--- src/rtl/pulse_threshold_crossing_timer_assert.svh ---
// Assertion macros for the pulse threshold crossing timer RTL.
`ifndef PULSE_THRESHOLD_CROSSING_TIMER_ASSERT_SVH
`define PULSE_THRESHOLD_CROSSING_TIMER_ASSERT_SVH

// Same-cycle implication, clocked on clk, disabled while rst_n is low.
`define PTCT_ASSERT_IMPLY(lbl, ante, cons, msg) \
    lbl: assert property (@(posedge clk) disable iff (!rst_n) (ante) |-> (cons)) \
        else $error(msg);

// Next-cycle implication, clocked on clk, disabled while rst_n is low.
`define PTCT_ASSERT_NEXT(lbl, ante, cons, msg) \
    lbl: assert property (@(posedge clk) disable iff (!rst_n) (ante) |=> (cons)) \
        else $error(msg);

`endif

--- src/rtl/ptct_pkg.sv ---
// Shared types, widths and codes of the pulse threshold crossing timer.
package ptct_pkg;

    // Window and field widths
    localparam int MAX_WINDOW = 1024;
    localparam int SAMPLE_W   = 14;
    localparam int BASE_W     = 18;
    localparam int THR_W      = 19;
    localparam int PEAK_W     = 19;
    localparam int TIME_W     = 18;
    localparam int STATUS_W   = 2;
    localparam int IDX_W      = $clog2(MAX_WINDOW);
    localparam int RUN_W      = 4;
    localparam int OFFSET_W   = 14;
    localparam int FRAC_W     = 8;

    // Interpolation divider: numerator up to 20 bits, scaled by 16
    localparam int NUM_W      = 21;
    localparam int DEN_W      = SAMPLE_W + 1;
    localparam int DIV_N_W    = 24;
    localparam int DIV_CNT_W  = 5;
    localparam logic [DIV_CNT_W-1:0] DIV_STEPS = 5'd24;

    localparam logic [IDX_W-1:0] IDX_MAX = IDX_W'(MAX_WINDOW - 1);
    localparam logic [RUN_W-1:0] RUN_MAX = 4'd15;

    // APB port
    localparam int PADDR_W   = 4;
    localparam int PDATA_W   = 32;
    localparam int REG_IDX_W = 2;
    localparam logic [REG_IDX_W-1:0] REG_THR_OFFSET = 2'd0;
    localparam logic [REG_IDX_W-1:0] REG_MIN_RUN    = 2'd1;
    localparam logic [REG_IDX_W-1:0] REG_MIN_START  = 2'd2;

    localparam logic [OFFSET_W-1:0] THR_OFFSET_RST = 14'd5;
    localparam logic [RUN_W-1:0]    MIN_RUN_RST    = 4'd3;
    localparam logic [SAMPLE_W-1:0] MIN_START_RST  = 14'd1000;

    // Result status codes
    localparam logic [STATUS_W-1:0] STATUS_OK       = 2'd0;
    localparam logic [STATUS_W-1:0] STATUS_NO_CROSS = 2'd1;
    localparam logic [STATUS_W-1:0] STATUS_ORDER    = 2'd2;

    typedef struct packed {
        logic [OFFSET_W-1:0] threshold_offset;
        logic [RUN_W-1:0]    min_run;
        logic [SAMPLE_W-1:0] min_start;
    } cfg_t;

    typedef struct packed {
        logic sample_en;
        logic div_start;
        logic div_sel;
        logic frac_load;
        logic out_load;
    } dp_cmd_t;

    typedef struct packed {
        logic div_busy;
    } dp_status_t;

    typedef struct packed {
        logic signed [PEAK_W-1:0] peak_amplitude;
        logic [TIME_W-1:0]        start_time;
        logic [TIME_W-1:0]        end_time;
        logic [TIME_W-1:0]        pulse_width;
        logic [STATUS_W-1:0]      status;
    } result_t;

endpackage

--- src/rtl/ptct_ifs.sv ---
// Sample input and result output stream interfaces.
interface ptct_in_if import ptct_pkg::*; ();
    logic                valid;
    logic                ready;
    logic [SAMPLE_W-1:0] sample;
    logic [BASE_W-1:0]   baseline;
    logic                last;

    modport source (output valid, sample, baseline, last, input ready);
    modport sink (input valid, sample, baseline, last, output ready);
endinterface

interface ptct_out_if import ptct_pkg::*; ();
    logic                     valid;
    logic                     ready;
    logic signed [PEAK_W-1:0] peak_amplitude;
    logic [TIME_W-1:0]        start_time;
    logic [TIME_W-1:0]        end_time;
    logic [TIME_W-1:0]        pulse_width;
    logic [STATUS_W-1:0]      status;

    modport source (output valid, peak_amplitude, start_time, end_time, pulse_width, status,
                    input ready);
    modport sink (input valid, peak_amplitude, start_time, end_time, pulse_width, status,
                  output ready);
endinterface

--- src/rtl/ptct_regs.sv ---
// APB configuration registers: threshold offset, minimum run, minimum start.
module ptct_regs import ptct_pkg::*;
(
    input  logic               clk,
    input  logic               rst_n,
    input  logic               psel,
    input  logic               penable,
    input  logic               pwrite,
    input  logic [PADDR_W-1:0] paddr,
    input  logic [PDATA_W-1:0] pwdata,
    output logic [PDATA_W-1:0] prdata,
    output logic               pready,
    output cfg_t               cfg
);

    logic [OFFSET_W-1:0]  thr_offset_reg;
    logic [RUN_W-1:0]     min_run_reg;
    logic [SAMPLE_W-1:0]  min_start_reg;
    logic [REG_IDX_W-1:0] reg_idx;
    logic                 wr_en;

    assign pready  = 1'b1;
    assign reg_idx = paddr[PADDR_W-1:2];
    assign wr_en   = psel && penable && pwrite;

    // register writes
    always_ff @(posedge clk or negedge rst_n)
    begin
        if (!rst_n)
        begin
            thr_offset_reg <= THR_OFFSET_RST;
            min_run_reg    <= MIN_RUN_RST;
            min_start_reg  <= MIN_START_RST;
        end
        else if (wr_en)
        begin
            case (reg_idx)
                REG_THR_OFFSET: thr_offset_reg <= pwdata[OFFSET_W-1:0];
                REG_MIN_RUN:    min_run_reg    <= pwdata[RUN_W-1:0];
                REG_MIN_START:  min_start_reg  <= pwdata[SAMPLE_W-1:0];
                default:        ;
            endcase
        end
    end

    // read mux
    always_comb
    begin
        case (reg_idx)
            REG_THR_OFFSET: prdata = PDATA_W'(thr_offset_reg);
            REG_MIN_RUN:    prdata = PDATA_W'(min_run_reg);
            REG_MIN_START:  prdata = PDATA_W'(min_start_reg);
            default:        prdata = '0;
        endcase
    end

    assign cfg.threshold_offset = thr_offset_reg;
    assign cfg.min_run          = min_run_reg;
    assign cfg.min_start        = min_start_reg;

endmodule

--- src/rtl/ptct_div.sv ---
// Restoring divider, one quotient bit per cycle; keeps the low quotient byte.
module ptct_div import ptct_pkg::*;
(
    input  logic                clk,
    input  logic                rst_n,
    input  logic                start,
    input  logic [DIV_N_W-1:0]  dividend,
    input  logic [SAMPLE_W-1:0] divisor,
    output logic                busy,
    output logic [FRAC_W-1:0]   quot
);

    logic [DIV_CNT_W-1:0] cnt_reg;
    logic [DIV_N_W-1:0]   n_reg;
    logic [SAMPLE_W-1:0]  d_reg;
    logic [SAMPLE_W-1:0]  rem_reg;
    logic [FRAC_W-1:0]    q_reg;
    logic [SAMPLE_W:0]    rem_sh;
    logic [SAMPLE_W:0]    rem_diff;
    logic                 fits;

    assign busy = (cnt_reg != '0);
    assign quot = q_reg;

    // one trial subtract per step
    assign rem_sh   = {rem_reg, n_reg[DIV_N_W-1]};
    assign fits     = (rem_sh >= {1'b0, d_reg});
    assign rem_diff = rem_sh - {1'b0, d_reg};

    // step counter
    always_ff @(posedge clk or negedge rst_n)
    begin
        if (!rst_n)
        begin
            cnt_reg <= '0;
        end
        else if (start)
        begin
            cnt_reg <= DIV_STEPS;
        end
        else if (busy)
        begin
            cnt_reg <= cnt_reg - 1'b1;
        end
    end

    // shift and subtract
    always_ff @(posedge clk)
    begin
        if (start)
        begin
            n_reg   <= dividend;
            d_reg   <= divisor;
            rem_reg <= '0;
            q_reg   <= '0;
        end
        else if (busy)
        begin
            n_reg   <= {n_reg[DIV_N_W-2:0], 1'b0};
            rem_reg <= fits ? rem_diff[SAMPLE_W-1:0] : rem_sh[SAMPLE_W-1:0];
            q_reg   <= {q_reg[FRAC_W-2:0], fits};
        end
    end

endmodule

--- src/rtl/ptct_datapath.sv ---
// Per-sample tracking of minimum and crossing runs, interpolation and result register.
module ptct_datapath import ptct_pkg::*;
(
    input  logic                clk,
    input  logic                rst_n,
    input  cfg_t                cfg,
    input  dp_cmd_t             cmd,
    output dp_status_t          stat,
    input  logic [SAMPLE_W-1:0] sample,
    input  logic [BASE_W-1:0]   baseline,
    input  logic                last,
    output result_t             res
);

    // control-like state, cleared by reset
    logic [IDX_W-1:0]    idx_reg;
    logic [RUN_W-1:0]    run_reg;
    logic                ff_reg;
    logic                ep_reg;

    // payload state
    logic [IDX_W-1:0]        k_reg;
    logic [BASE_W-1:0]       base_reg;
    logic signed [THR_W-1:0] thr_reg;
    logic [SAMPLE_W-1:0]     min_reg;
    logic [SAMPLE_W-1:0]     prev_reg;
    logic [IDX_W-1:0]        first_idx_reg;
    logic [SAMPLE_W-1:0]     fy0_reg;
    logic [SAMPLE_W-1:0]     fy1_reg;
    logic [IDX_W-1:0]        end_idx_reg;
    logic [SAMPLE_W-1:0]     ey0_reg;
    logic [SAMPLE_W-1:0]     ey1_reg;
    logic                    fok1_reg;
    logic                    fok2_reg;
    logic [FRAC_W-1:0]       frac1_reg;
    logic [FRAC_W-1:0]       frac2_reg;
    result_t                 res_reg;

    logic                    k0;
    logic signed [THR_W-1:0] thr_first;
    logic signed [THR_W-1:0] thr_cur;
    logic [SAMPLE_W-1:0]     min_cur;
    logic [RUN_W-1:0]        run_cur;
    logic                    ff_cur;
    logic                    ep_cur;
    logic [RUN_W-1:0]        mr;
    logic [RUN_W-1:0]        run_inc;
    logic                    below;
    logic                    run_start;
    logic                    run_closes;

    logic signed [NUM_W-1:0] num1;
    logic signed [NUM_W-1:0] num2;
    logic signed [NUM_W-1:0] num_sel;
    logic signed [DEN_W-1:0] den1;
    logic signed [DEN_W-1:0] den2;
    logic signed [DEN_W-1:0] den_sel;
    logic                    frac_ok;
    logic                    div_busy;
    logic [FRAC_W-1:0]       div_q;

    logic signed [PEAK_W-1:0] peak;
    logic [TIME_W-1:0]        t1;
    logic [TIME_W-1:0]        t2;
    result_t                  res_next;

    // sample classification, with the window start taking fresh values
    assign k0        = (idx_reg == '0);
    assign thr_first = $signed({1'b0, baseline}) - $signed({1'b0, cfg.threshold_offset, 4'b0});
    assign thr_cur   = k0 ? thr_first : thr_reg;
    assign min_cur   = k0 ? cfg.min_start : min_reg;
    assign run_cur   = k0 ? '0 : run_reg;
    assign ff_cur    = k0 ? 1'b0 : ff_reg;
    assign ep_cur    = k0 ? 1'b0 : ep_reg;
    assign mr        = (cfg.min_run == '0) ? RUN_W'(1) : cfg.min_run;
    assign run_inc   = (run_cur == RUN_MAX) ? run_cur : run_cur + 1'b1;
    assign below     = $signed({2'b00, sample, 4'b0}) < $signed({thr_cur[THR_W-1], thr_cur});
    assign run_start = below && (run_cur == '0) && !ff_cur;
    assign run_closes = !below && (run_cur >= mr);

    // run tracking state
    always_ff @(posedge clk or negedge rst_n)
    begin
        if (!rst_n)
        begin
            idx_reg <= '0;
            run_reg <= '0;
            ff_reg  <= 1'b0;
            ep_reg  <= 1'b0;
        end
        else if (cmd.sample_en)
        begin
            if (last)
            begin
                idx_reg <= '0;
            end
            else if (idx_reg != IDX_MAX)
            begin
                idx_reg <= idx_reg + 1'b1;
            end
            run_reg <= below ? run_inc : '0;
            ff_reg  <= ff_cur || (below && (run_inc >= mr));
            ep_reg  <= ep_cur || run_closes;
        end
    end

    // per-sample payload: baseline, threshold, minimum and crossing pairs
    always_ff @(posedge clk)
    begin
        if (cmd.sample_en)
        begin
            k_reg    <= idx_reg;
            base_reg <= k0 ? baseline : base_reg;
            thr_reg  <= thr_cur;
            min_reg  <= (sample < min_cur) ? sample : min_cur;
            prev_reg <= sample;
            if (run_start)
            begin
                first_idx_reg <= idx_reg;
                fy0_reg       <= prev_reg;
                fy1_reg       <= sample;
            end
            if (run_closes)
            begin
                end_idx_reg <= idx_reg - 1'b1;
                ey0_reg     <= prev_reg;
                ey1_reg     <= sample;
            end
        end
    end

    // interpolation operands: start and end each use the pair across the crossing
    assign num1 = $signed({3'b000, fy0_reg, 4'b0}) - $signed({{2{thr_reg[THR_W-1]}}, thr_reg});
    assign den1 = $signed({1'b0, fy0_reg}) - $signed({1'b0, fy1_reg});
    assign num2 = $signed({{2{thr_reg[THR_W-1]}}, thr_reg}) - $signed({3'b000, ey0_reg, 4'b0});
    assign den2 = $signed({1'b0, ey1_reg}) - $signed({1'b0, ey0_reg});

    assign num_sel = cmd.div_sel ? num2 : num1;
    assign den_sel = cmd.div_sel ? den2 : den1;
    assign frac_ok = !num_sel[NUM_W-1] && (num_sel != '0) &&
                     !den_sel[DEN_W-1] && (den_sel != '0);

    ptct_div u_div (
        .clk      (clk),
        .rst_n    (rst_n),
        .start    (cmd.div_start),
        .dividend ({num_sel[NUM_W-2:0], 4'b0}),
        .divisor  (den_sel[SAMPLE_W-1:0]),
        .busy     (div_busy),
        .quot     (div_q)
    );

    assign stat.div_busy = div_busy;

    // fraction capture; a non-positive step gives a zero fraction
    always_ff @(posedge clk)
    begin
        if (cmd.div_start)
        begin
            if (cmd.div_sel)
            begin
                fok2_reg <= frac_ok;
            end
            else
            begin
                fok1_reg <= frac_ok;
            end
        end
        if (cmd.frac_load)
        begin
            if (cmd.div_sel)
            begin
                frac2_reg <= fok2_reg ? div_q : '0;
            end
            else
            begin
                frac1_reg <= fok1_reg ? div_q : '0;
            end
        end
    end

    // result assembly
    assign peak = $signed({1'b0, base_reg}) - $signed({1'b0, min_reg, 4'b0});

    always_comb
    begin
        if ((first_idx_reg == '0) || (first_idx_reg >= k_reg))
        begin
            t1 = TIME_W'({first_idx_reg, 8'b0});
        end
        else
        begin
            t1 = TIME_W'({first_idx_reg - 1'b1, frac1_reg});
        end

        if (run_reg >= mr)
        begin
            t2 = TIME_W'({k_reg, 8'b0});
        end
        else if (ep_reg && (end_idx_reg != '0))
        begin
            t2 = TIME_W'({end_idx_reg, frac2_reg});
        end
        else
        begin
            t2 = '0;
        end

        res_next.peak_amplitude = peak;
        if (!ff_reg)
        begin
            res_next.start_time  = '0;
            res_next.end_time    = '0;
            res_next.pulse_width = '0;
            res_next.status      = STATUS_NO_CROSS;
        end
        else if (t1 < t2)
        begin
            res_next.start_time  = t1;
            res_next.end_time    = t2;
            res_next.pulse_width = t2 - t1;
            res_next.status      = STATUS_OK;
        end
        else
        begin
            res_next.start_time  = t1;
            res_next.end_time    = t2;
            res_next.pulse_width = '0;
            res_next.status      = STATUS_ORDER;
        end
    end

    // output word register
    always_ff @(posedge clk)
    begin
        if (cmd.out_load)
        begin
            res_reg <= res_next;
        end
    end

    assign res = res_reg;

endmodule

--- src/rtl/ptct_ctrl.sv ---
// Controller: sample acceptance, two interpolation divisions, result handoff.
`include "pulse_threshold_crossing_timer_assert.svh"

module ptct_ctrl import ptct_pkg::*;
(
    input  logic       clk,
    input  logic       rst_n,
    input  logic       in_valid,
    input  logic       in_last,
    output logic       in_ready,
    input  logic       out_ready,
    output logic       out_valid,
    input  dp_status_t stat,
    output dp_cmd_t    cmd
);

    localparam logic [2:0] ST_RUN     = 3'd0;
    localparam logic [2:0] ST_D1_GO   = 3'd1;
    localparam logic [2:0] ST_D1_WAIT = 3'd2;
    localparam logic [2:0] ST_D2_GO   = 3'd3;
    localparam logic [2:0] ST_D2_WAIT = 3'd4;
    localparam logic [2:0] ST_RESULT  = 3'd5;

    logic [2:0] state_reg;
    logic [2:0] state_next;
    logic       out_valid_reg;
    logic       out_valid_next;

    // next state and commands
    always_comb
    begin
        state_next    = state_reg;
        in_ready      = 1'b0;
        cmd.sample_en = 1'b0;
        cmd.div_start = 1'b0;
        cmd.div_sel   = 1'b0;
        cmd.frac_load = 1'b0;
        cmd.out_load  = 1'b0;
        case (state_reg)
            ST_RUN:
            begin
                in_ready      = 1'b1;
                cmd.sample_en = in_valid;
                if (in_valid && in_last)
                begin
                    state_next = ST_D1_GO;
                end
            end
            ST_D1_GO:
            begin
                cmd.div_start = 1'b1;
                state_next    = ST_D1_WAIT;
            end
            ST_D1_WAIT:
            begin
                if (!stat.div_busy)
                begin
                    cmd.frac_load = 1'b1;
                    state_next    = ST_D2_GO;
                end
            end
            ST_D2_GO:
            begin
                cmd.div_sel   = 1'b1;
                cmd.div_start = 1'b1;
                state_next    = ST_D2_WAIT;
            end
            ST_D2_WAIT:
            begin
                cmd.div_sel = 1'b1;
                if (!stat.div_busy)
                begin
                    cmd.frac_load = 1'b1;
                    state_next    = ST_RESULT;
                end
            end
            ST_RESULT:
            begin
                if (!out_valid_reg || out_ready)
                begin
                    cmd.out_load = 1'b1;
                    state_next   = ST_RUN;
                end
            end
            default:
            begin
                state_next = ST_RUN;
            end
        endcase
    end

    // output word valid
    always_comb
    begin
        if (cmd.out_load)
        begin
            out_valid_next = 1'b1;
        end
        else if (out_ready)
        begin
            out_valid_next = 1'b0;
        end
        else
        begin
            out_valid_next = out_valid_reg;
        end
    end

    always_ff @(posedge clk or negedge rst_n)
    begin
        if (!rst_n)
        begin
            state_reg     <= ST_RUN;
            out_valid_reg <= 1'b0;
        end
        else
        begin
            state_reg     <= state_next;
            out_valid_reg <= out_valid_next;
        end
    end

    assign out_valid = out_valid_reg;

    // checks
    `PTCT_ASSERT_NEXT(a_last_stalls_input, in_valid && in_ready && in_last, !in_ready, "input not stalled after last word")
    `PTCT_ASSERT_IMPLY(a_div_busy_in_wait, stat.div_busy, (state_reg == ST_D1_WAIT) || (state_reg == ST_D2_WAIT), "divider busy outside a wait state")
    `PTCT_ASSERT_NEXT(a_load_shows_word, cmd.out_load, out_valid && (state_reg == ST_RUN), "loaded result word not presented")

endmodule

--- src/rtl/pulse_threshold_crossing_timer.sv ---
// Throughput: one sample per cycle while the input is open; after the last sample
// the input is held off until the result word is loaded, which waits on the shared
// bit-serial divider running the start and end interpolations (24 steps each) one
// after the other, and on the previous result word being taken.
// Reset: rst_n clears registers to defaults, the sample index and run state; no
// result is pending after reset.
module pulse_threshold_crossing_timer import ptct_pkg::*;
(
    input  logic               clk,
    input  logic               rst_n,
    input  logic               psel,
    input  logic               penable,
    input  logic               pwrite,
    input  logic [PADDR_W-1:0] paddr,
    input  logic [PDATA_W-1:0] pwdata,
    output logic [PDATA_W-1:0] prdata,
    output logic               pready,
    ptct_in_if.sink            din,
    ptct_out_if.source         dout
);

    cfg_t       cfg;
    dp_cmd_t    cmd;
    dp_status_t stat;
    result_t    res;

    ptct_regs u_regs (
        .clk     (clk),
        .rst_n   (rst_n),
        .psel    (psel),
        .penable (penable),
        .pwrite  (pwrite),
        .paddr   (paddr),
        .pwdata  (pwdata),
        .prdata  (prdata),
        .pready  (pready),
        .cfg     (cfg)
    );

    ptct_ctrl u_ctrl (
        .clk       (clk),
        .rst_n     (rst_n),
        .in_valid  (din.valid),
        .in_last   (din.last),
        .in_ready  (din.ready),
        .out_ready (dout.ready),
        .out_valid (dout.valid),
        .stat      (stat),
        .cmd       (cmd)
    );

    ptct_datapath u_dp (
        .clk      (clk),
        .rst_n    (rst_n),
        .cfg      (cfg),
        .cmd      (cmd),
        .stat     (stat),
        .sample   (din.sample),
        .baseline (din.baseline),
        .last     (din.last),
        .res      (res)
    );

    assign dout.peak_amplitude = res.peak_amplitude;
    assign dout.start_time     = res.start_time;
    assign dout.end_time       = res.end_time;
    assign dout.pulse_width    = res.pulse_width;
    assign dout.status         = res.status;

endmodule

--- src/flat_wrapper.sv ---
// flat-port wrapper written by rule: the top's interface ports become plain ports
module pulse_threshold_crossing_timer_flat import ptct_pkg::*;
  (clk, rst_n, psel, penable, pwrite, paddr, pwdata, prdata, pready, din_valid, din_sample, din_baseline, din_last, din_ready, dout_valid, dout_peak_amplitude, dout_start_time, dout_end_time, dout_pulse_width, dout_status, dout_ready);
  ptct_in_if din_i ();
  ptct_out_if dout_i ();
  input  logic clk;
  input  logic rst_n;
  input  logic psel;
  input  logic penable;
  input  logic pwrite;
  input  logic [PADDR_W-1:0] paddr;
  input  logic [PDATA_W-1:0] pwdata;
  output logic [PDATA_W-1:0] prdata;
  output logic pready;
  input wire logic [$bits(din_i.valid)-1:0] din_valid;
  input wire logic [$bits(din_i.sample)-1:0] din_sample;
  input wire logic [$bits(din_i.baseline)-1:0] din_baseline;
  input wire logic [$bits(din_i.last)-1:0] din_last;
  output wire logic [$bits(din_i.ready)-1:0] din_ready;
  output wire logic [$bits(dout_i.valid)-1:0] dout_valid;
  output wire logic [$bits(dout_i.peak_amplitude)-1:0] dout_peak_amplitude;
  output wire logic [$bits(dout_i.start_time)-1:0] dout_start_time;
  output wire logic [$bits(dout_i.end_time)-1:0] dout_end_time;
  output wire logic [$bits(dout_i.pulse_width)-1:0] dout_pulse_width;
  output wire logic [$bits(dout_i.status)-1:0] dout_status;
  input wire logic [$bits(dout_i.ready)-1:0] dout_ready;
  assign din_i.valid = din_valid;
  assign din_i.sample = din_sample;
  assign din_i.baseline = din_baseline;
  assign din_i.last = din_last;
  assign din_ready = din_i.ready;
  assign dout_valid = dout_i.valid;
  assign dout_peak_amplitude = dout_i.peak_amplitude;
  assign dout_start_time = dout_i.start_time;
  assign dout_end_time = dout_i.end_time;
  assign dout_pulse_width = dout_i.pulse_width;
  assign dout_status = dout_i.status;
  assign dout_i.ready = dout_ready;
  pulse_threshold_crossing_timer u_core (.clk(clk), .rst_n(rst_n), .psel(psel), .penable(penable), .pwrite(pwrite), .paddr(paddr), .pwdata(pwdata), .prdata(prdata), .pready(pready), .din(din_i), .dout(dout_i));
endmodule
--- config.mk ---
export PLATFORM = sky130hd
export DESIGN_NAME = pulse_threshold_crossing_timer_flat
export DESIGN_NICKNAME = d
export VERILOG_FILES = /design/src/rtl/ptct_pkg.sv /design/src/rtl/ptct_ifs.sv /design/src/rtl/ptct_regs.sv /design/src/rtl/ptct_div.sv /design/src/rtl/ptct_datapath.sv /design/src/rtl/ptct_ctrl.sv /design/src/rtl/pulse_threshold_crossing_timer.sv /design/src/flat_wrapper.sv
export VERILOG_INCLUDE_DIRS = /design/src /design/src/rtl
export SDC_FILE = /design/constraint.sdc
export NUM_CORES = 1
export LEC_CHECK = 0
export ABC_AREA = 1
export BUFFER_PORTS_ARGS = -buffer_cell sky130_fd_sc_hd__clkbuf_2
export CELL_PAD_IN_SITES_DETAIL_PLACEMENT = 0
export CELL_PAD_IN_SITES_GLOBAL_PLACEMENT = 1
export CORE_AREA = 4 4 217 219
export CTS_CLUSTER_SIZE = 28
export DETAILED_ROUTE_END_ITERATION = 7
export DIE_AREA = 0 0 221 223
export GPL_TIMING_DRIVEN = 0
export PLACE_DENSITY = 0.85
export SLEW_MARGIN = 40
export SYNTH_ARGS = -nofsm -noshare
export SYNTH_HDL_FRONTEND = slang
export SYNTH_HIERARCHICAL = 1
export SYNTH_SLANG_ARGS = --single-unit
--- constraint.sdc ---
create_clock -name clk -period 8.6 [get_ports clk]
set_clock_uncertainty 0.2 [all_clocks]
set_input_delay 1.72 -clock clk [delete_from_list [all_inputs] [get_ports clk]]
set_output_delay 1.72 -clock clk [all_outputs]
set_load 0.02 [all_outputs]
==> results of run 1 <==
## layer usage
layer | track usage, % | vias up | share of wire [%]
met2 | 39.7 | 458 | 47
met1 | 31.0 | 8462 | 44
met4 | 7.97 | 0 | 3.3
met5 | 0 | - | 0
li1 | - | 9042 | -
met3 | 3.72 | 111 | 4.8
## logic make-up after synthesis
kind of cell	count (synthesis)	synth area share (%)
AND/OR/NAND/NOR	1143	22.2
buffers and inverters	463	8.48
AO/OA/AOI/OAI	380	9.96
flip-flops	361	46.3
adder cells (fa/ha/maj)	181	10.4
XOR/XNOR	64	2.51
other	3	0.0504
multiplexers	2	0.0896
## cell usage after synthesis, types with 14 or more instances
cell type,number
sky130_fd_sc_hd__a21oi_1,152
sky130_fd_sc_hd__buf_4,24
sky130_fd_sc_hd__clkbuf_1,26
sky130_fd_sc_hd__dfrtp_1,47
sky130_fd_sc_hd__dfxtp_1,22
sky130_fd_sc_hd__edfxtp_1,282
sky130_fd_sc_hd__ha_1,174
sky130_fd_sc_hd__inv_1,374
sky130_fd_sc_hd__inv_2,18
sky130_fd_sc_hd__nand2_1,673
sky130_fd_sc_hd__nand2_2,16
sky130_fd_sc_hd__nand3_1,112
sky130_fd_sc_hd__nand4_1,43
sky130_fd_sc_hd__nor2_1,195
sky130_fd_sc_hd__nor3_1,35
sky130_fd_sc_hd__o21a_1,14
sky130_fd_sc_hd__o21ai_0,103
sky130_fd_sc_hd__o21bai_1,19
sky130_fd_sc_hd__xnor2_1,19
sky130_fd_sc_hd__xor2_1,45
## cell type report
cell class / instances / share of cell area [%]
sequential: 361 / 40.7
multi-input combinational: 1793 / 40.1
inverter: 395 / 5.85
clock buffer: 51 / 4.34
timing repair buffer: 152 / 3.44
tap: 600 / 2.95
buffer: 68 / 1.59
clock inverter: 25 / 1.12
## through the flow
stage | utilization, % | cell area [sq um]
floorplan | - | 22400
global placement | 53.0 | 23900
detailed placement | 53.4 | 24100
CTS | 56.5 | 25500
global route | 56.5 | 25500
finish | 56.5 | 25500
## power by group through the flow
stage	clock network, W	logic, W	registers (W)
after floorplan	0	0.00363	0.00274
after global placement	0	0.00478	0.00281
after detailed placement	0	0.00492	0.00281
after CTS	0.00184	0.00495	0.00278
after global routing	0.00192	0.00560	0.00281
final	0.00180	0.00499	0.00278
## how the worst min path moves through the flow
| stage | endpoint | start | slack, ns |
|---|---|---|---|
| 6_report | u_core/u_dp/res[58] | u_core/u_dp/base_reg[2] | 0.22 |
| 5_1_grt | u_core/u_dp/res[58] | u_core/u_dp/base_reg[2] | 0.23 |
| 4_1_cts | u_core/u_dp/res[58] | u_core/u_dp/base_reg[2] | 0.22 |
| 3_5_place_dp | u_core/u_dp/res[58] | u_core/u_dp/base_reg[2] | 0.21 |
| 3_3_place_gp | u_core/u_dp/res[59] | u_core/u_dp/base_reg[3] | 0.20 |
| 2_1_floorplan | u_core/u_dp/res[56] | u_core/u_dp/base_reg[0] | 0.20 |
## worst reg2reg max path, cell delays in order (launching register included)
cell,delay (ns)
sky130_fd_sc_hd__edfxtp_1,0.47
sky130_fd_sc_hd__ha_1,0.35
sky130_fd_sc_hd__a21oi_1,0.17
sky130_fd_sc_hd__o21ai_0,0.10
sky130_fd_sc_hd__nand2_1,0.07
sky130_fd_sc_hd__o2111ai_1,0.10
sky130_fd_sc_hd__a31oi_1,0.17
sky130_fd_sc_hd__nand2_1,0.21
sky130_fd_sc_hd__inv_1,0.17
sky130_fd_sc_hd__clkbuf_1,0.44
sky130_fd_sc_hd__nand2_1,0.23
sky130_fd_sc_hd__fa_1,0.51
sky130_fd_sc_hd__nand3_1,0.11
sky130_fd_sc_hd__nand3_1,0.13
sky130_fd_sc_hd__nand3_1,0.10
sky130_fd_sc_hd__nand2_1,0.09
sky130_fd_sc_hd__nand2_1,0.07
sky130_fd_sc_hd__nand2_1,0.10
sky130_fd_sc_hd__nand2_1,0.08
sky130_fd_sc_hd__nand2_1,0.07
sky130_fd_sc_hd__nand3_1,0.08
sky130_fd_sc_hd__a32o_1,0.12
sky130_fd_sc_hd__inv_1,0.06
sky130_fd_sc_hd__nand2_2,0.18
sky130_fd_sc_hd__buf_6,0.18
sky130_fd_sc_hd__nor2_1,0.05
==> flow_results.xml, run 1 <==
<?xml version="1.0" encoding="UTF-8"?>
<metrics>
  <group name="status">
    <metric name="run_status" unit="">finished, final reports clean</metric>
  </group>
  <group name="final_layout">
    <metric name="highest_count_cells_in_the_layout_ignoring_fill_and_taps" unit="">673 x sky130_fd_sc_hd__nand2_1, 373 x sky130_fd_sc_hd__inv_1, 282 x sky130_fd_sc_hd__edfxtp_1, 192 x sky130_fd_sc_hd__nor2_1, 174 x sky130_fd_sc_hd__ha_1</metric>
    <metric name="post_layout_instance_count_excluding_filler_cells" unit="">3445</metric>
    <metric name="final_common_cell" unit="">sky130_fd_sc_hd__nand2_1</metric>
    <metric name="antenna_cells" unit="">0</metric>
    <metric name="multi_input_area" unit="sq mm">0.0102</metric>
    <metric name="drive_above_1_share" unit="%">13.0</metric>
    <metric name="flow.area_growth_from_synthesis" unit="%">14.0</metric>
    <metric name="fin_nets" unit="">3069</metric>
    <metric name="fillers" unit="">4137</metric>
    <metric name="register_area" unit="sq mm">0.0103</metric>
    <metric name="largest_register_ffs" unit="">75</metric>
  </group>
  <group name="setup_path">
    <metric name="worst_setup_path_endpoint" unit="">u_core/u_dp/fy1_reg[2]</metric>
    <metric name="number_of_stages_on_the_worst_setup_path" unit="">19</metric>
    <metric name="cp_num_buf_inv" unit="">5</metric>
    <metric name="setup.worst_path.end_class" unit="">flop</metric>
    <metric name="maximum_net_fanout_on_the_critical_path" unit="">18</metric>
    <metric name="cell_family_with_most_cp_delay" unit="">compound AO/OA/AOI/OAI gates</metric>
    <metric name="r2r-start" unit="">u_core/u_dp/first_idx_reg[5]</metric>
    <metric name="worst_path_max_delay_cell" unit="">sky130_fd_sc_hd__fa_1</metric>
    <metric name="worst_r2r_endpoint" unit="">u_core/u_dp/res[2]</metric>
    <metric name="path_class" unit="">input port to flop</metric>
    <metric name="critical_path.cell_chain" unit="">clkbuf_2 &gt; inv_1 &gt; ha_1 &gt; fa_1 &gt; inv_1 &gt; a21oi_1 &gt; o21ai_0 &gt; nand4_1 &gt; o211ai_1 &gt; xor2_1 &gt; o21ai_0 &gt; ha_1 &gt; a21oi_1 &gt; o21ai_1 &gt; a21oi_1 &gt; nand4_1 &gt; nor2_4 &gt; buf_16 &gt; buf_16</metric>
    <metric name="critical_path.startpoint" unit="">din_baseline[4]</metric>
    <metric name="critical_path.max_stage_delay" unit="ns">0.43</metric>
    <metric name="worst-r2r-setup-slack" unit="ns">3.74</metric>
    <metric name="critPathMostFrequentCell" unit="">sky130_fd_sc_hd__a21oi_1</metric>
    <metric name="critPathArrivalTime" unit="ns">5.53</metric>
    <metric name="worstPathRequired" unit="ns">8.67</metric>
    <metric name="ff2ff_path_depth" unit="">25</metric>
    <metric name="cp_startpoint_kind" unit="">input port</metric>
  </group>
  <group name="timing">
    <metric name="number_of_setup_violations_in_the_final_report" unit="">0</metric>
    <metric name="setup-tns-final" unit="ns">0</metric>
    <metric name="tightest_slew" unit="ns">0.775</metric>
    <metric name="setup_repair_after_global_routing_missed_its_margin" unit="">no</metric>
    <metric name="setup_ws" unit="ns">3.14</metric>
    <metric name="timing.fmax" unit="MHz">183</metric>
    <metric name="hold_viol_final" unit="">0</metric>
    <metric name="hold_ws" unit="ns">0.215</metric>
    <metric name="slew_headroom" unit="%">48.3</metric>
    <metric name="post-route-period-util" unit="%">63.5</metric>
    <metric name="slew_violations" unit="">0</metric>
    <metric name="layout_min_cycle_time" unit="ns">5.46</metric>
  </group>
  <group name="clocking">
    <metric name="cts_repair_resize_count" unit="">0</metric>
    <metric name="cts_num_sinks" unit="">361</metric>
    <metric name="post-cts-setup-buffer-count" unit="">0</metric>
    <metric name="numCtsBuffers" unit="">41</metric>
    <metric name="holdBufCountCts" unit="">0</metric>
    <metric name="cts_tree" unit="">yes</metric>
    <metric name="clock_tree.root_cell" unit="">sky130_fd_sc_hd__clkbuf_16</metric>
    <metric name="clk_transition_reported_paths" unit="ns">0.05</metric>
    <metric name="clockBufferDepth" unit="">3</metric>
    <metric name="clock_insertion_delay_worst_skew" unit="ns">0.58</metric>
    <metric name="cts-htree-levels" unit="">2</metric>
  </group>
  <group name="yosys">
    <metric name="async_reset_ff_share" unit="%">15.8</metric>
    <metric name="synthesis.instances" unit="">2597</metric>
    <metric name="synth.yosys.seq_area_share" unit="%">46.3</metric>
    <metric name="flops_latches_synth" unit="">361</metric>
    <metric name="yosys_most_used_dff" unit="">sky130_fd_sc_hd__edfxtp_1</metric>
    <metric name="area_share_of_the_largest_cell_type_after_synthesis" unit="%">37.9</metric>
    <metric name="synth_top_area_cell" unit="">sky130_fd_sc_hd__edfxtp_1</metric>
    <metric name="syn-cell-area" unit="sq mm">0.0223</metric>
    <metric name="synth_top_cells_by_area" unit="">sky130_fd_sc_hd__edfxtp_1 38%, sky130_fd_sc_hd__nand2_1 11%, sky130_fd_sc_hd__ha_1 9.7%</metric>
    <metric name="post_synth.cell_area_avg" unit="sq um">8.60</metric>
    <metric name="synth.distinct_cells" unit="">68</metric>
    <metric name="synthesis.yosys.warnings" unit="">6</metric>
    <metric name="number_of_synthesized_flops_with_an_enable_pin" unit="">282</metric>
  </group>
  <group name="die">
    <metric name="core.rowCount" unit="">78</metric>
    <metric name="core-area" unit="sq mm">0.0451</metric>
    <metric name="die_h" unit="um">223</metric>
    <metric name="floorplan.die_area" unit="sq mm">0.0493</metric>
    <metric name="start_util" unit="%">49.5</metric>
    <metric name="pin_count" unit="">186</metric>
    <metric name="floorplan.die.width" unit="um">221</metric>
  </group>
  <group name="route">
    <metric name="drc" unit="">0</metric>
    <metric name="route.vias.total" unit="">18073</metric>
    <metric name="routed_wire_length_per_instance" unit="um">17.3</metric>
    <metric name="route.antenna.remaining_nets" unit="">0</metric>
    <metric name="drt-pass1-iter-count" unit="">7</metric>
    <metric name="avgViaCountPerCell" unit="">5.25</metric>
    <metric name="drt_iter0_drc" unit="">1228</metric>
    <metric name="routed_wl" unit="um">59500</metric>
  </group>
  <group name="placement">
    <metric name="port-buffer-count" unit="">146</metric>
    <metric name="hpwlAfterDp" unit="um">47100</metric>
    <metric name="place_worst_setup_slack" unit="ns">2.61</metric>
    <metric name="placed_cells" unit="">3369</metric>
    <metric name="gp_congestion" unit="">0.931</metric>
  </group>
  <group name="power_and_ir_drop">
    <metric name="p_sw" unit="W">0.00428</metric>
    <metric name="proportion_of_power_drawn_by_flip_flops_and_latches" unit="%">29.0</metric>
    <metric name="swShare" unit="%">44.7</metric>
    <metric name="combinationalPowerShare" unit="%">52.2</metric>
    <metric name="vdd_drop_max" unit="uV">186</metric>
    <metric name="cellLeakagePower" unit="nW">12.1</metric>
    <metric name="pwr_density_cell" unit="mW/mm^2">376</metric>
    <metric name="post-layout-total-power" unit="W">0.00957</metric>
    <metric name="cell_internal_pwr" unit="W">0.00529</metric>
    <metric name="clkPwrFrac" unit="%">18.8</metric>
  </group>
  <group name="grt">
    <metric name="initial_antenna_violation_count" unit="">0</metric>
    <metric name="grt_pass1_vias" unit="">17319</metric>
    <metric name="grt-ovfl-total" unit="">0</metric>
    <metric name="grt_first_pass_wirelength" unit="um">93200</metric>
    <metric name="grt_start_max_net_pins" unit="">39</metric>
    <metric name="grt_usage" unit="%">23.5</metric>
  </group>
  <group name="flow_run">
    <metric name="max-cap-violations" unit="">0</metric>
  </group>
  <group name="worst_hold_path">
    <metric name="hold_path_class" unit="">flop to flop</metric>
    <metric name="timing.hold.worst_path_depth" unit="">0</metric>
  </group>
</metrics>
(Power assumes the default switching activity.)
==> run 2: changes to the inputs <==
Settings changed: CORE_AREA 4 4 217 219 to 4 4 223 225, DIE_AREA 0 0 221 223 to 0 0 227 229, PLACE_DENSITY 0.85 to 0.81.
Clock period 8.6 ns to 5.1 ns, I/O delays scaled along.
==> run 2 against run 1 <==
  * Sequential power rose by 68%
  * Utilization fell by 3.2 points
  * Critical path depth rose by 6
  * Routed wire length fell by 1.3%
  * Total power rose by 66%
  * Final area fell by 0.57%
  * Register-to-register slack got worse by 3.4 ns
  * Sequential share of layout area rose by 0.23 points
  * Setup slack got worse by 2.8 ns
  * Cell count rose by 0.32%
  * Hold slack got worse by 0.0076 ns
  * Non-clock buffer count fell by 4
==> flow_results.xml, run 2 (synthesized netlist as in run 1, its figures left out) <==
<?xml version="1.0" encoding="UTF-8"?>
<metrics>
  <group name="status">
    <metric name="run_status" unit="">finished, final reports clean</metric>
  </group>
  <group name="timing">
    <metric name="hold_viol_final" unit="">0</metric>
    <metric name="setup-tns-final" unit="ns">0</metric>
    <metric name="tightest_slew" unit="ns">0.797</metric>
    <metric name="slew_violations" unit="">0</metric>
    <metric name="setup_repair_after_global_routing_missed_its_margin" unit="">no</metric>
    <metric name="layout_min_cycle_time" unit="ns">4.77</metric>
    <metric name="post-route-period-util" unit="%">93.6</metric>
    <metric name="timing.fmax" unit="MHz">210</metric>
    <metric name="number_of_setup_violations_in_the_final_report" unit="">0</metric>
    <metric name="slew_headroom" unit="%">46.3</metric>
  </group>
  <group name="die">
    <metric name="die_h" unit="um">229</metric>
    <metric name="core-area" unit="sq mm">0.0475</metric>
    <metric name="start_util" unit="%">47.0</metric>
    <metric name="floorplan.die.width" unit="um">227</metric>
    <metric name="core.rowCount" unit="">80</metric>
    <metric name="floorplan.die_area" unit="sq mm">0.0520</metric>
    <metric name="pin_count" unit="">186</metric>
  </group>
  <group name="placement">
    <metric name="gp_congestion" unit="">0.938</metric>
    <metric name="hpwlAfterDp" unit="um">47000</metric>
    <metric name="port-buffer-count" unit="">146</metric>
  </group>
  <group name="route">
    <metric name="route.vias.total" unit="">17754</metric>
    <metric name="drt-pass1-iter-count" unit="">5</metric>
    <metric name="avgViaCountPerCell" unit="">5.14</metric>
    <metric name="drt_iter0_drc" unit="">1073</metric>
    <metric name="route.antenna.remaining_nets" unit="">0</metric>
    <metric name="routed_wl" unit="um">58700</metric>
    <metric name="routed_wire_length_per_instance" unit="um">17.0</metric>
    <metric name="drc" unit="">0</metric>
  </group>
  <group name="power_and_ir_drop">
    <metric name="cellLeakagePower" unit="nW">12.1</metric>
    <metric name="post-layout-total-power" unit="W">0.0159</metric>
    <metric name="vdd_drop_max" unit="uV">321</metric>
    <metric name="p_sw" unit="W">0.00714</metric>
    <metric name="pwr_density_cell" unit="mW/mm^2">627</metric>
    <metric name="combinationalPowerShare" unit="%">52.5</metric>
    <metric name="swShare" unit="%">45.0</metric>
    <metric name="cell_internal_pwr" unit="W">0.00873</metric>
    <metric name="clkPwrFrac" unit="%">18.0</metric>
    <metric name="proportion_of_power_drawn_by_flip_flops_and_latches" unit="%">29.5</metric>
  </group>
  <group name="clocking">
    <metric name="cts-htree-levels" unit="">2</metric>
    <metric name="cts_num_sinks" unit="">361</metric>
    <metric name="post-cts-setup-buffer-count" unit="">0</metric>
    <metric name="holdBufCountCts" unit="">0</metric>
    <metric name="numCtsBuffers" unit="">41</metric>
    <metric name="clk_transition_reported_paths" unit="ns">0.06</metric>
    <metric name="clockBufferDepth" unit="">3</metric>
    <metric name="cts_tree" unit="">yes</metric>
    <metric name="clock_tree.root_cell" unit="">sky130_fd_sc_hd__clkbuf_16</metric>
    <metric name="cts_repair_resize_count" unit="">0</metric>
    <metric name="clock_insertion_delay_worst_skew" unit="ns">0.57</metric>
  </group>
  <group name="setup_path">
    <metric name="path_class" unit="">flop to flop</metric>
    <metric name="ff2ff_path_depth" unit="">25</metric>
    <metric name="worstPathRequired" unit="ns">5.32</metric>
    <metric name="setup.worst_path.end_class" unit="">flop</metric>
    <metric name="worst-r2r-setup-slack" unit="ns">0.33</metric>
    <metric name="maximum_net_fanout_on_the_critical_path" unit="">10</metric>
    <metric name="cp_startpoint_kind" unit="">flop</metric>
    <metric name="critPathArrivalTime" unit="ns">5.00</metric>
  </group>
  <group name="grt">
    <metric name="grt_pass1_vias" unit="">17203</metric>
    <metric name="grt-ovfl-total" unit="">0</metric>
    <metric name="initial_antenna_violation_count" unit="">2</metric>
    <metric name="grt_start_max_net_pins" unit="">76</metric>
    <metric name="grt_usage" unit="%">22.4</metric>
    <metric name="grt_first_pass_wirelength" unit="um">92200</metric>
  </group>
  <group name="final_layout">
    <metric name="fin_nets" unit="">3065</metric>
    <metric name="final_common_cell" unit="">sky130_fd_sc_hd__nand2_1</metric>
    <metric name="largest_register_ffs" unit="">75</metric>
    <metric name="drive_above_1_share" unit="%">12.7</metric>
    <metric name="fillers" unit="">4461</metric>
    <metric name="antenna_cells" unit="">0</metric>
    <metric name="register_area" unit="sq mm">0.0103</metric>
    <metric name="multi_input_area" unit="sq mm">0.0102</metric>
    <metric name="highest_count_cells_in_the_layout_ignoring_fill_and_taps" unit="">673 x sky130_fd_sc_hd__nand2_1, 373 x sky130_fd_sc_hd__inv_1, 282 x sky130_fd_sc_hd__edfxtp_1, 192 x sky130_fd_sc_hd__nor2_1, 174 x sky130_fd_sc_hd__ha_1</metric>
    <metric name="flow.area_growth_from_synthesis" unit="%">13.3</metric>
    <metric name="finalCoreUtilization" unit="%">53.2</metric>
  </group>
  <group name="flow_run">
    <metric name="max-cap-violations" unit="">0</metric>
  </group>
  <group name="worst_hold_path">
    <metric name="hold_path_class" unit="">input port to async pin</metric>
  </group>
</metrics>
run 2: worst max-delay path, stage by stage (launching register included):
cell,delay [ns]
sky130_fd_sc_hd__dfrtp_1,0.47
sky130_fd_sc_hd__inv_1,0.15
sky130_fd_sc_hd__a31o_2,0.30
sky130_fd_sc_hd__ha_1,0.28
sky130_fd_sc_hd__nand4_1,0.09
sky130_fd_sc_hd__nand3_1,0.27
sky130_fd_sc_hd__inv_1,0.17
sky130_fd_sc_hd__clkbuf_1,0.33
sky130_fd_sc_hd__nand3_1,0.21
sky130_fd_sc_hd__ha_1,0.24
sky130_fd_sc_hd__inv_1,0.08
sky130_fd_sc_hd__fa_1,0.22
sky130_fd_sc_hd__nand3_1,0.09
sky130_fd_sc_hd__nand3_1,0.15
sky130_fd_sc_hd__nand3_1,0.10
sky130_fd_sc_hd__nand2_1,0.10
sky130_fd_sc_hd__nand2_1,0.06
sky130_fd_sc_hd__nand2_1,0.12
sky130_fd_sc_hd__nand2_1,0.07
sky130_fd_sc_hd__nand2_1,0.09
sky130_fd_sc_hd__nand3_1,0.09
sky130_fd_sc_hd__a32o_1,0.22
sky130_fd_sc_hd__inv_1,0.08
sky130_fd_sc_hd__nand2_2,0.15
sky130_fd_sc_hd__buf_6,0.19
sky130_fd_sc_hd__nor2_1,0.10
run 2: worst paths after layout:
kind,endpoint,startpoint
setup / recovery,u_core/u_dp/res[3],u_core/u_regs/min_run_reg[3]
hold / removal,u_core/u_regs/min_run_reg[3],rst_n
setup reg to reg,u_core/u_dp/res[3],u_core/u_regs/min_run_reg[3]
hold reg to reg,u_core/u_dp/res[57],u_core/u_dp/base_reg[1]
max in group asynchronous,u_core/u_dp/u_div/cnt_reg[0],rst_n
min in group clk,u_core/u_dp/res[57],u_core/u_dp/base_reg[1]
run 2: metal layers:
| metal | up-vias | part of all wire [%] | track usage, % |
|---|---|---|---|
| met1 | 8206 | 44 | 29.5 |
| met5 | - | 0 | 0 |
| li1 | 9037 | - | - |
| met3 | 92 | 5.2 | 3.98 |
| met2 | 419 | 47 | 37.8 |
| met4 | 0 | 3.0 | 6.71 |
run 2: per-stage QoR:
step / hold slack (ns) / area (sq um) / std cells / setup slack (ns)
floorplan: 0.200 / 22400 / 2617 / 0.148
global placement: 0.203 / 23900 / 3378 / -1.20
detailed placement: 0.215 / 24000 / 3381 / -0.172
CTS: 0.203 / 25300 / 3457 / 0.167
global route: 0.225 / 25300 / 3456 / 0.00217
finish: 0.208 / 25300 / 3456 / 0.327
run 2: area by class of cell:
class,count,area share [%]
Buffer,67,1.60
Clock buffer,55,4.54
Clock inverter,21,0.638
Inverter,395,5.89
Multi-Input combinational cell,1793,40.3
Sequential cell,361,40.9
Tap cell,615,3.04
Timing Repair Buffer,149,3.12
run 2: power by group through the flow:
stage / Sequential [W] / Combinational [W] / Clock, W
2_1_floorplan: 0.00461 / 0.00612 / 0
3_3_place_gp: 0.00474 / 0.00805 / 0
3_5_place_dp: 0.00474 / 0.00824 / 0
4_1_cts: 0.00469 / 0.00829 / 0.00293
5_1_grt: 0.00475 / 0.00943 / 0.00305
6_report: 0.00468 / 0.00833 / 0.00286
